**src/rtl/core/slrp_pkg.sv**
```systemverilog
package slrp_pkg;

    // pool geometry
    localparam int POOL_SIZE   = 16;
    localparam int CITY_CHARS  = 8;
    localparam int NAME_CHARS  = 8;
    localparam int MAX_RESULTS = 16;

    localparam int ADDR_W = $clog2(POOL_SIZE);
    localparam int IDX_W  = $clog2(POOL_SIZE + 1);
    localparam int CNT_W  = $clog2(MAX_RESULTS + 1);

    // null link is coded as POOL_SIZE
    localparam logic [IDX_W-1:0] NIL_IDX = IDX_W'(POOL_SIZE);

    localparam int KEY_W  = 64;
    localparam int SEX_W  = 8;
    localparam int REC_W  = 2 * KEY_W + SEX_W;
    localparam int DATA_W = ((REC_W + 7) / 8) * 8;

    typedef enum logic [1:0] {
        KIND_PUSH    = 2'd0,
        KIND_POP     = 2'd1,
        KIND_INSERT  = 2'd2,
        KIND_EXTRACT = 2'd3
    } kind_t;

    typedef enum logic [1:0] {
        ST_OK       = 2'd0,
        ST_FULL     = 2'd1,
        ST_EMPTY    = 2'd2,
        ST_NO_MATCH = 2'd3
    } status_t;

    // keep the first chars bytes, clear everything from the first zero byte on
    function automatic logic [KEY_W-1:0] norm_key(input logic [KEY_W-1:0] v, input int chars);
        logic [KEY_W-1:0] r;
        logic             stop;
        int               i;
        r    = '0;
        stop = 1'b0;
        for (i = 0; i < 8; i++) begin
            if (i >= chars || v[KEY_W-8-8*i +: 8] == 8'h00) stop = 1'b1;
            if (!stop) r[KEY_W-8-8*i +: 8] = v[KEY_W-8-8*i +: 8];
        end
        return r;
    endfunction

endpackage

```
**src/rtl/core/slrp_ram.sv**
```systemverilog
// simple dual-port RAM, registered read
module slrp_ram #(
    parameter int WIDTH = 8,
    parameter int DEPTH = 16
) (
    input  logic                     aclk,
    input  logic                     we,
    input  logic [$clog2(DEPTH)-1:0] waddr,
    input  logic [WIDTH-1:0]         wdata,
    input  logic [$clog2(DEPTH)-1:0] raddr,
    output logic [WIDTH-1:0]         rdata
);

    logic [WIDTH-1:0] mem [DEPTH];

    always_ff @(posedge aclk) begin
        if (we) mem[waddr] <= wdata;
        rdata <= mem[raddr];
    end

endmodule

```
**src/rtl/core/sorted_linked_record_pool_core.sv**
```systemverilog
// Pool of POOL_SIZE nodes holding one linked list of person records (city,
// name, sex byte); unused nodes sit on a free list. s_tuser picks the
// operation: push at the top, pop the top record, sorted insert before the
// first node whose city is not smaller, or extract every record whose city
// equals the key. Keys are cut to 8 bytes and cleared from the first zero
// byte before storing and comparing. Each operation gives one or more result
// words on the m_ side; m_tuser carries the status and m_tlast marks the
// final word of the operation. Extracted records come out in the reverse of
// their list order. The core takes one word at a time: s_tready is high only
// between operations. Every operation passes through a start state; push,
// pop and a failing push, insert or pop then go to the reply or pop state,
// which loads the result into the output register. Sorted insert first walks
// the list node by node up to its slot, then replies. Extract walks every node,
// unlinking matches, sees the end of the list, then either replies no match or
// frees each extracted node in turn, loading a word for each of the first
// MAX_RESULTS. The node store has one read port and is walked one node per
// cycle, with the city comparisons on its read data shared by insert and
// extract. Link words sit in flip-flops, so there is no clearing pass after
// reset. Back pressure on m_tready holds the pop, reply and extract output
// states until the output register is free.
module sorted_linked_record_pool_core (
    input  logic                          aclk,
    input  logic                          aresetn,
    // input words
    input  logic                          s_tvalid,
    output logic                          s_tready,
    input  logic [slrp_pkg::DATA_W-1:0]   s_tdata,  // city_key, person_name, sex_code
    input  logic [1:0]                    s_tuser,  // kind
    // result words
    output logic                          m_tvalid,
    input  logic                          m_tready,
    output logic [slrp_pkg::DATA_W-1:0]   m_tdata,  // out_city, out_name, out_sex
    output logic [1:0]                    m_tuser,  // status
    output logic                          m_tlast   // last
);

    localparam int KW = slrp_pkg::KEY_W;
    localparam int SW = slrp_pkg::SEX_W;
    localparam int AW = slrp_pkg::ADDR_W;
    localparam int IW = slrp_pkg::IDX_W;
    localparam int CW = slrp_pkg::CNT_W;
    localparam int RW = slrp_pkg::REC_W;
    localparam int DW = slrp_pkg::DATA_W;

    typedef enum logic [6:0] {
        S_IDLE  = 7'b0000001,
        S_START = 7'b0000010,
        S_INS   = 7'b0000100,   // insert: walk to the slot
        S_POP   = 7'b0001000,
        S_EXW   = 7'b0010000,   // extract: unlink matches
        S_EXO   = 7'b0100000,   // extract: emit and free
        S_REPLY = 7'b1000000    // status-only word
    } state_t;

    function automatic logic is_node(input logic [IW-1:0] x);
        return x < IW'(slrp_pkg::POOL_SIZE);
    endfunction

    state_t              state_reg,     state_next;
    slrp_pkg::kind_t     kind_reg,      kind_next;
    slrp_pkg::status_t   reply_reg,     reply_next;
    logic [KW-1:0]       city_reg,      city_next;
    logic [KW-1:0]       name_reg,      name_next;
    logic [SW-1:0]       sex_reg,       sex_next;
    logic [IW-1:0]       cur_reg,       cur_next;
    logic [IW-1:0]       prev_reg,      prev_next;
    logic [IW-1:0]       ehead_reg,     ehead_next;
    logic [IW-1:0]       node_reg,      node_next;
    logic [IW-1:0]       free_head_reg, free_head_next;
    logic [IW-1:0]       top_reg,       top_next;
    logic [CW-1:0]       cnt_reg,       cnt_next;

    logic                m_tvalid_reg,  m_tvalid_next;
    logic [DW-1:0]       m_tdata_reg,   m_tdata_next;
    logic [1:0]          m_tuser_reg,   m_tuser_next;
    logic                m_tlast_reg,   m_tlast_next;

    // link words, one read address and two write ports
    logic [IW-1:0]       link_reg [slrp_pkg::POOL_SIZE];
    logic [IW-1:0]       lk_raddr;
    logic [IW-1:0]       lk_rdata;
    logic                lka_en,   lkb_en;
    logic [IW-1:0]       lka_addr, lkb_addr;
    logic [IW-1:0]       lka_data, lkb_data;

    // node store
    logic                ram_we;
    logic [RW-1:0]       ram_rdata;
    logic [KW-1:0]       rd_city;
    logic [KW-1:0]       rd_name;
    logic [SW-1:0]       rd_sex;

    // shared city comparator
    logic                city_lt, city_eq;
    logic                out_free;

    slrp_ram #(
        .WIDTH (RW),
        .DEPTH (slrp_pkg::POOL_SIZE)
    ) u_node_ram (
        .aclk  (aclk),
        .we    (ram_we),
        .waddr (free_head_reg[AW-1:0]),
        .wdata ({sex_reg, name_reg, city_reg}),
        .raddr (cur_next[AW-1:0]),   // registered read, so the read data belongs to cur_reg
        .rdata (ram_rdata)
    );

    assign rd_city = ram_rdata[KW-1:0];
    assign rd_name = ram_rdata[2*KW-1:KW];
    assign rd_sex  = ram_rdata[RW-1:2*KW];

    assign city_lt = rd_city < city_reg;
    assign city_eq = rd_city == city_reg;

    assign lk_rdata = link_reg[lk_raddr[AW-1:0]];
    assign out_free = !m_tvalid_reg || m_tready;

    assign s_tready = state_reg == S_IDLE;
    assign m_tvalid = m_tvalid_reg;
    assign m_tdata  = m_tdata_reg;
    assign m_tuser  = m_tuser_reg;
    assign m_tlast  = m_tlast_reg;

    always_comb begin
        state_next     = state_reg;
        kind_next      = kind_reg;
        reply_next     = reply_reg;
        city_next      = city_reg;
        name_next      = name_reg;
        sex_next       = sex_reg;
        cur_next       = cur_reg;
        prev_next      = prev_reg;
        ehead_next     = ehead_reg;
        node_next      = node_reg;
        free_head_next = free_head_reg;
        top_next       = top_reg;
        cnt_next       = cnt_reg;
        m_tvalid_next  = m_tvalid_reg && !m_tready;
        m_tdata_next   = m_tdata_reg;
        m_tuser_next   = m_tuser_reg;
        m_tlast_next   = m_tlast_reg;
        lk_raddr       = cur_reg;
        lka_en         = 1'b0;
        lka_addr       = cur_reg;
        lka_data       = free_head_reg;
        lkb_en         = 1'b0;
        lkb_addr       = prev_reg;
        lkb_data       = node_reg;
        ram_we         = 1'b0;

        case (state_reg)
            S_IDLE: begin
                if (s_tvalid) begin
                    kind_next  = slrp_pkg::kind_t'(s_tuser);
                    city_next  = slrp_pkg::norm_key(s_tdata[KW-1:0], slrp_pkg::CITY_CHARS);
                    name_next  = slrp_pkg::norm_key(s_tdata[2*KW-1:KW], slrp_pkg::NAME_CHARS);
                    sex_next   = s_tdata[RW-1:2*KW];
                    state_next = S_START;
                end
            end

            S_START: begin
                lk_raddr = free_head_reg;
                case (kind_reg)
                    slrp_pkg::KIND_PUSH, slrp_pkg::KIND_INSERT: begin
                        if (!is_node(free_head_reg)) begin
                            reply_next = slrp_pkg::ST_FULL;
                            state_next = S_REPLY;
                        end else begin
                            // take the free head and store the record there
                            node_next      = free_head_reg;
                            free_head_next = lk_rdata;
                            ram_we         = 1'b1;
                            if (kind_reg == slrp_pkg::KIND_PUSH) begin
                                lka_en     = 1'b1;
                                lka_addr   = free_head_reg;
                                lka_data   = top_reg;
                                top_next   = free_head_reg;
                                reply_next = slrp_pkg::ST_OK;
                                state_next = S_REPLY;
                            end else begin
                                prev_next  = slrp_pkg::NIL_IDX;
                                cur_next   = top_reg;
                                state_next = S_INS;
                            end
                        end
                    end
                    slrp_pkg::KIND_POP: begin
                        if (!is_node(top_reg)) begin
                            reply_next = slrp_pkg::ST_EMPTY;
                            state_next = S_REPLY;
                        end else begin
                            cur_next   = top_reg;
                            state_next = S_POP;
                        end
                    end
                    slrp_pkg::KIND_EXTRACT: begin
                        prev_next  = slrp_pkg::NIL_IDX;
                        ehead_next = slrp_pkg::NIL_IDX;
                        cur_next   = top_reg;
                        state_next = S_EXW;
                    end
                    default: state_next = S_IDLE;
                endcase
            end

            S_INS: begin
                if (!is_node(cur_reg) || !city_lt) begin
                    // splice the new node in before cur
                    lka_en   = 1'b1;
                    lka_addr = node_reg;
                    lka_data = cur_reg;
                    if (is_node(prev_reg)) begin
                        lkb_en   = 1'b1;
                        lkb_addr = prev_reg;
                        lkb_data = node_reg;
                    end else begin
                        top_next = node_reg;
                    end
                    reply_next = slrp_pkg::ST_OK;
                    state_next = S_REPLY;
                end else begin
                    prev_next = cur_reg;
                    cur_next  = lk_rdata;
                end
            end

            S_POP: begin
                if (out_free) begin
                    m_tvalid_next  = 1'b1;
                    m_tdata_next   = DW'({rd_sex, rd_name, rd_city});
                    m_tuser_next   = slrp_pkg::ST_OK;
                    m_tlast_next   = 1'b1;
                    top_next       = lk_rdata;
                    lka_en         = 1'b1;   // back onto the free list
                    free_head_next = cur_reg;
                    state_next     = S_IDLE;
                end
            end

            S_EXW: begin
                if (!is_node(cur_reg)) begin
                    if (!is_node(ehead_reg)) begin
                        reply_next = slrp_pkg::ST_NO_MATCH;
                        state_next = S_REPLY;
                    end else begin
                        cur_next   = ehead_reg;
                        cnt_next   = '0;
                        state_next = S_EXO;
                    end
                end else begin
                    if (city_eq) begin
                        // unlink cur and push it onto the extracted chain
                        if (is_node(prev_reg)) begin
                            lkb_en   = 1'b1;
                            lkb_addr = prev_reg;
                            lkb_data = lk_rdata;
                        end else begin
                            top_next = lk_rdata;
                        end
                        lka_en     = 1'b1;
                        lka_data   = ehead_reg;
                        ehead_next = cur_reg;
                    end else begin
                        prev_next = cur_reg;
                    end
                    cur_next = lk_rdata;
                end
            end

            S_EXO: begin
                if (cnt_reg < CW'(slrp_pkg::MAX_RESULTS)) begin
                    if (out_free) begin
                        m_tvalid_next  = 1'b1;
                        m_tdata_next   = DW'({rd_sex, rd_name, rd_city});
                        m_tuser_next   = slrp_pkg::ST_OK;
                        m_tlast_next   = !is_node(lk_rdata) ||
                                         cnt_reg == CW'(slrp_pkg::MAX_RESULTS - 1);
                        cnt_next       = cnt_reg + 1'b1;
                        lka_en         = 1'b1;
                        free_head_next = cur_reg;
                        cur_next       = lk_rdata;
                        if (!is_node(lk_rdata)) state_next = S_IDLE;
                    end
                end else begin
                    // past the word limit: free silently
                    lka_en         = 1'b1;
                    free_head_next = cur_reg;
                    cur_next       = lk_rdata;
                    if (!is_node(lk_rdata)) state_next = S_IDLE;
                end
            end

            S_REPLY: begin
                if (out_free) begin
                    m_tvalid_next = 1'b1;
                    m_tdata_next  = '0;
                    m_tuser_next  = reply_reg;
                    m_tlast_next  = 1'b1;
                    state_next    = S_IDLE;
                end
            end

            default: state_next = S_IDLE;
        endcase
    end

    always_ff @(posedge aclk) begin
        if (!aresetn) begin
            state_reg     <= S_IDLE;
            free_head_reg <= IW'(slrp_pkg::POOL_SIZE - 1);
            top_reg       <= slrp_pkg::NIL_IDX;
            m_tvalid_reg  <= 1'b0;
        end else begin
            state_reg     <= state_next;
            free_head_reg <= free_head_next;
            top_reg       <= top_next;
            m_tvalid_reg  <= m_tvalid_next;
        end
    end

    always_ff @(posedge aclk) begin
        kind_reg    <= kind_next;
        reply_reg   <= reply_next;
        city_reg    <= city_next;
        name_reg    <= name_next;
        sex_reg     <= sex_next;
        cur_reg     <= cur_next;
        prev_reg    <= prev_next;
        ehead_reg   <= ehead_next;
        node_reg    <= node_next;
        cnt_reg     <= cnt_next;
        m_tdata_reg <= m_tdata_next;
        m_tuser_reg <= m_tuser_next;
        m_tlast_reg <= m_tlast_next;
    end

    // link words: after reset each entry points one lower, entry 0 to null
    always_ff @(posedge aclk) begin
        if (!aresetn) begin
            for (int i = 0; i < slrp_pkg::POOL_SIZE; i++) begin
                link_reg[i] <= (i == 0) ? slrp_pkg::NIL_IDX : IW'(i - 1);
            end
        end else begin
            if (lka_en) link_reg[lka_addr[AW-1:0]] <= lka_data;
            if (lkb_en) link_reg[lkb_addr[AW-1:0]] <= lkb_data;
        end
    end

endmodule

```
**config.mk**
```make
export PLATFORM = sky130hd
export DESIGN_NAME = sorted_linked_record_pool_core
export DESIGN_NICKNAME = d
export VERILOG_FILES = /design/src/rtl/core/slrp_pkg.sv /design/src/rtl/core/slrp_ram.sv /design/src/rtl/core/sorted_linked_record_pool_core.sv
export SDC_FILE = /design/constraint.sdc
export NUM_CORES = 2
export LEC_CHECK = 0
export BUFFER_PORTS_ARGS = -buffer_cell sky130_fd_sc_hd__buf_2
export CAP_MARGIN = 10
export CORE_MARGIN = 4
export CORE_UTILIZATION = 44
export DETAILED_ROUTE_END_ITERATION = 8
export MAX_ROUTING_LAYER = met4
export PLACE_DENSITY = 0.69
export SYNTH_ARGS = -nofsm -noshare
export SYNTH_HDL_FRONTEND = slang
export SYNTH_SLANG_ARGS = --single-unit
```
**constraint.sdc**
```tcl
create_clock -name aclk -period 33.8 [get_ports aclk]
set_clock_uncertainty 0.1 [all_clocks]
set_input_delay 0 -clock aclk [delete_from_list [all_inputs] [get_ports aclk]]
set_output_delay 0 -clock aclk [all_outputs]
set_load 0.03 [all_outputs]
```
Word level (Yosys, flattened, before mapping)
Memory sizes are Yosys's and may differ from the RTL's. A register that Yosys moved wholly into a read port is not among the register bits.
Cells that the tools add are included.

word-level totals
  input port bits = 142
  output and inout port bits = 141
  memories = 2
  word-level logic and storage cells = 308
  flip-flop bits (word level) = 322
  memory bits (writable) = 2256

operators by class
  $add $sub $neg = 1
  eq/ne operators = 41
  reductions and logical operators = 50
  magnitude comparators = 8
  mux-type cells = 174

memories
  memory          depth  bits a word  read ports  clocked after Yosys merged registers in  wr ports  RTL line                              RTL
  u_node_ram.mem  16     136          1           1                                        1         slrp_ram.sv:14                        logic [WIDTH-1:0] mem [DEPTH];
  link_reg        16     5            1           0                                        16        sorted_linked_record_pool_core.sv:79  logic [IW-1:0] link_reg [slrp_pkg::POOL_SIZE];

operator list
  kind                                          number
  two-way mux 136 bit                           3
  one-hot mux 136 bit (3 select lines)          1
  two-way mux 5 bit                             45
  zero test 8 bit                               16
  two-way mux 1 bit                             79
  two-way mux 7 bit                             11
  equality test 64 bit                          1
  < comparator 64 bit                           1
  one-hot mux 5 bit (3 select lines)            4
  one-hot mux 7 bit (6 select lines)            1
  one-hot mux 5 bit (4 select lines)            2
  < comparator 5 bit, second input constant     7
  inequality test 2 bit, second input constant  17
  one-hot mux 5 bit (2 select lines)            3
  two-way mux 4 bit                             7
  one-hot mux 7 bit (3 select lines)            1
  AND reduction 7 bit                           3
  two-way mux 2 bit                             9
  inequality test 3 bit, second input constant  6
  one-hot mux 2 bit (3 select lines)            2
  AND reduction 10 bit                          1
  AND reduction 5 bit                           2
  OR reduction 5 bit                            2
  AND reduction 3 bit                           3
  other kinds (29)                              47

Longest topological paths before layout
  depth in word-level cells = 25
  gate-level depth with buffers = 18
  depth with buffers taken out = 13

Modules after synthesis
A second synthesis with hierarchy kept.

unflattened totals
  cell total of the unflattened synthesis = 5507
  area total of the unflattened synthesis = 105057.0 um^2

by module, submodules not included
  module                          area each (um^2)  cells an instance  times used  seq. area each (um^2)
  slrp_ram                        84347.1           3548               1           68065.3
  sorted_linked_record_pool_core  20709.9           1959               1           11851.4

Worst setup path before layout
OpenSTA, ideal clock, no wires.

  path type = register to register
  from = reg state_reg[6]
  to = mem u_node_ram.mem[12][0] (netlist name), enable pin
  stages on the path, launching flop included = 10
  path slack = 21503 ps
  buffers on the path = 4
  arrival = 11399 ps
  required time = 32903 ps
  clock period less this slack = 12297 ps
  library setup time = 797 ps
  path through = dfxtp_1 > nor4_4 > buf_4 > nand2_2 > clkbuf_1 > buf_1 > nor3_1 > clkbuf_1 > nand3_1 > nor3_1

on the way
  cells in the longest elaborated chain, start to end = 4

ends and longest elaborated chain
  what                                     RTL line                               RTL
  from (decl)                              sorted_linked_record_pool_core.sv:59   state_t state_reg, state_next;
  from (signal assigned)                   sorted_linked_record_pool_core.sv:316  state_reg <= state_next;
  equality test 7 x 2 -> 1 bit             sorted_linked_record_pool_core.sv:152  case (state_reg)
  two-way mux 1 bit                        sorted_linked_record_pool_core.sv:152
  two-way mux 1 bit                        slrp_ram.sv:17                         if (we) mem[waddr] <= wdata;
  two-way mux 1 bit (not written as such)  slrp_ram.sv:17
  to (decl)                                slrp_ram.sv:14

Every way passes these cells.

Worst setup path after layout
  from = reg state_reg[6]
  to = reg u_node_ram.rdata[127], read port of u_node_ram.mem

on the way
  cells in the longest elaborated chain, start to end = 6
  elaborated cells on any way between the ends = 11
  those cells by class = 4 x eq/ne; 6 x mux; 1 x memory

ends and longest elaborated chain
  what                                    RTL line                               RTL
  equality test 7 x 2 -> 1 bit            sorted_linked_record_pool_core.sv:152
  two-way mux 4 bit                       sorted_linked_record_pool_core.sv:152
  memory (16 x 5 bit)                     --
  two-way mux 5 bit                       sorted_linked_record_pool_core.sv:274  if (out_free) begin
  two-way mux 5 bit                       sorted_linked_record_pool_core.sv:273  if (cnt_reg < CW'(slrp_pkg::MAX_RESULTS)) begin
  one-hot mux 5 bit (4 select lines) (*)  sorted_linked_record_pool_core.sv:152
  to (decl)                               slrp_ram.sv:11                         output logic [WIDTH-1:0] rdata

Mark *: on every way between the ends. The rest lies on a longest branch, timed or not. The select of a mux whose other input is x is not followed.
A chain may end at the register's enable or synchronous reset.

==> impl_metrics.toml <==
[clock_tree]
cts_tree = "done"
postCtsSetupBuffers = 0
cts.sinks = 2714
clk_path_buf_depth = 4
cts_root_buffer = "clkbuf_16"
cts_made_buffers = 295
clk_transition_reported_paths_ns = 0.06
htreeDepth = 5
clk_latency_ns = 0.96

[synth]
synthCells = 7148
syn_area_um2 = 108200
synth.distinct_cells = 88
avgSynthCellArea_um2 = 15.14
ys_ff_latch = 2714
synth_fp_nets = 7356
ys.warnings.count = 0
yosys.area.top_type = "edfxtp_1"
ys.flop_type = "edfxtp_1"
synth_area_leaders = "edfxtp_1 71%, mux2i_1 5.1%, a221oi_1 3.4%"
yosysSeqAreaShare = 0.7383
async_flop_share = 0
yosysTopAreaCellShare = 0.7091
synth_edf_count = 2556

[floorplanning]
fp-row-count = 181
die_x_um = 504.0
coreArea_um2 = 243900
io_pins = 283
die_h_um = 504.0
initial_core_util = 0.4438
die_area_um2 = 254000

[routing]
via_count = 69020
drc = 0
drt_iter0_drc = 8686
vias_per_cell = 6.222
antenna_left = 0
routedWlPerCell_um = 28.78
detail_route.first_pass.iterations = 9
routed_wl_mm = 319.2

[grt]
globalRouteTotalUtil = 0.2494
gr-usage-met3 = 0.04534
use_met2 = 0.3820
grt_overflow_total = 0
grt_pass1_vias = 67240
antenna_found_initial = 9
grt_max_degree = 175
busiest_layer = "met2"
grt_pass1_wl_mm = 460.5
grt_use_met1 = 0.3345

[setup_path]
required_ns = 34.52
crit_type = "flip-flop to flip-flop"
critPathCaptureType = "flip-flop"
startpoint_type = "flip-flop"
worstPathMaxFanout = 76
critPathArrivalTime_ns = 10.27

[run]
max-cap-violations = 0

[timing]
setup-violations-final = 0
fin_setup_tns_ns = 0
tightest_slew_ns = 1.306
slew_headroom = 0.1204
min_period_ns = 9.552
rsz0062_at_grt = "no"
hold_viol = 0
final_max_slew_viol_count = 0
fin_ws_ns = 24.25
fmax_mhz = 104.7
fin_crit_sh = 0.2826

[layout]
nets = 7876
layout-drive-gt1-share = 0.1144
area_growth_syn_to_layout_pct = 15.78
final_core_util = 0.5138
largest_reg_flops = 2176

[power]
p_leak_nw = 44.68
p_per_area_nw_per_um2 = 75.20
max-vdd-ir-drop_mv = 0.08024

[worst_hold_path]
hold_path_class = "input port to flip-flop"

[placed_design]
place.detailed.hpwl_mm = 162.8
dp_slack_ns = 24.46
place_congestion = 0.9283
io_buffers = 282

[outcome]
status = "completed"
-- final cells by class --
cell class                      count  area, µm²
Fill cell                       19570     118600
Sequential cell                  2714      79920
Multi-Input combinational cell   3809      25870
Clock buffer                      404       8140
Timing Repair Buffer              762       5996
Tap cell                         3202       4006
Clock inverter                    111       1035
Inverter                           86      347.8
Antenna cell                        4      10.01
-- per-stage QoR --
stage / instances / hold slack [ns] / total power, mW / cell area, µm²
floorplan: 7148 / -0.001131 / 5.528 / 108200
global placement: 10230 / 0.08083 / 6.289 / 112700
detailed placement: 10230 / 0.08398 / 6.327 / 112700
CTS: 11090 / 0.02285 / 9.424 / 125300
global route: 11090 / 0.03932 / 9.762 / 125300
finish: 11090 / 0.05571 / 9.424 / 125300
-- timing repair --
item | CTS | global route
endpoints found under the hold margin | 329 | 0
hold buffers | 339 | 0
gates resized for setup | 0 | 0
-- worst max-delay path, cell delays in order, from the launching register on --
cell	delay [ns]
dfxtp_1	0.37
nor4_4	0.28
buf_4	0.43
nand4_2	0.30
nand2_1	0.65
a221oi_1	0.33
o41ai_1	0.91
nand2_4	0.31
nor3_4	0.35
buf_4	0.89
buf_4	0.93
buf_4	0.93
buf_4	0.87
buf_4	0.70
mux2i_1	0.27
a221oi_1	0.12
a211o_1	0.34
-- cells by family after synthesis --
group                    synth area share
buffers and inverters             0.02488
multiplexers                      0.05266
flip-flops                         0.7383
XOR/XNOR                        0.0003237
adder cells (fa/ha/maj)          0.007629
AO/OA/AOI/OAI                      0.1161
AND/OR/NAND/NOR                   0.06015
-- cell usage in the layout, fill, tap and decap left out, types with 152 or more instances in the layout --
| cell | netlist | routed |
|---|---|---|
| edfxtp_1 | 2556 | 2556 |
| dfxtp_1 | 158 | 158 |
| a31oi_1 | 152 | 152 |
| a221oi_1 | 424 | 424 |
| buf_2 | 61 | 283 |
| clkbuf_16 | 0 | 302 |
| mux2i_1 | 556 | 555 |
| dlygate4sd3_1 | 0 | 339 |
| a21oi_1 | 474 | 473 |
| nand2_1 | 945 | 944 |
-- Yosys cell counts, types with 10 or more instances --
cell type and instances:
edfxtp_1 2556, nand2_1 945, mux2i_1 556, a21oi_1 474, a221oi_1 424, clkbuf_1 403, dfxtp_1 158, a31oi_1 152
o31a_1 147, a211o_1 137, a2111oi_0 136, and2_1 133, nor2_1 92, o21ai_0 91, inv_1 82, ha_1 66
buf_2 61, nand4_1 61, buf_4 50, nor4_1 43, nand3_1 40, nand2b_1 38, a211oi_1 28, nor3_1 18
a22oi_1 15, and3_1 15, nand3b_1 13, a311oi_1 12, buf_1 12, nor2b_1 12, a21boi_0 11, mux2_2 10
-- where the power goes --
group          switching, mW  total [mW]  internal, mW
Sequential             0.179        4.13          3.95
Clock                   1.27        3.08          1.82
Combinational           1.49        2.21         0.720
Total                   2.93        9.42          6.49
-- final timing paths --
path | to | start | depth (start not counted) | slack, ns
setup / recovery | u_node_ram.rdata[127]$_DFF_P_ | state_reg[6]$_SDFFE_PN0P_ | 16 | 24.25
setup reg to reg | u_node_ram.rdata[127]$_DFF_P_ | state_reg[6]$_SDFFE_PN0P_ | 16 | 24.25
hold reg to reg | m_tuser[1]$_SDFFCE_PN0P_ | reply_reg[1]$_DFFE_PP_ | 1 | 0.42
hold / removal | city_reg[50]$_SDFFCE_PP0P_ | s_tdata[50] | 3 | 0.06
-- metal layers --
layer  routed length (µm)  part of all wire  vias up
met5                    0                 0        -
met4                12360             0.039        0
met3                32090              0.10      771
met2               148000              0.46     4026
met1               126800              0.40    34910
li1                     -                 -    29310
Power figures use the tool's default switching activity.
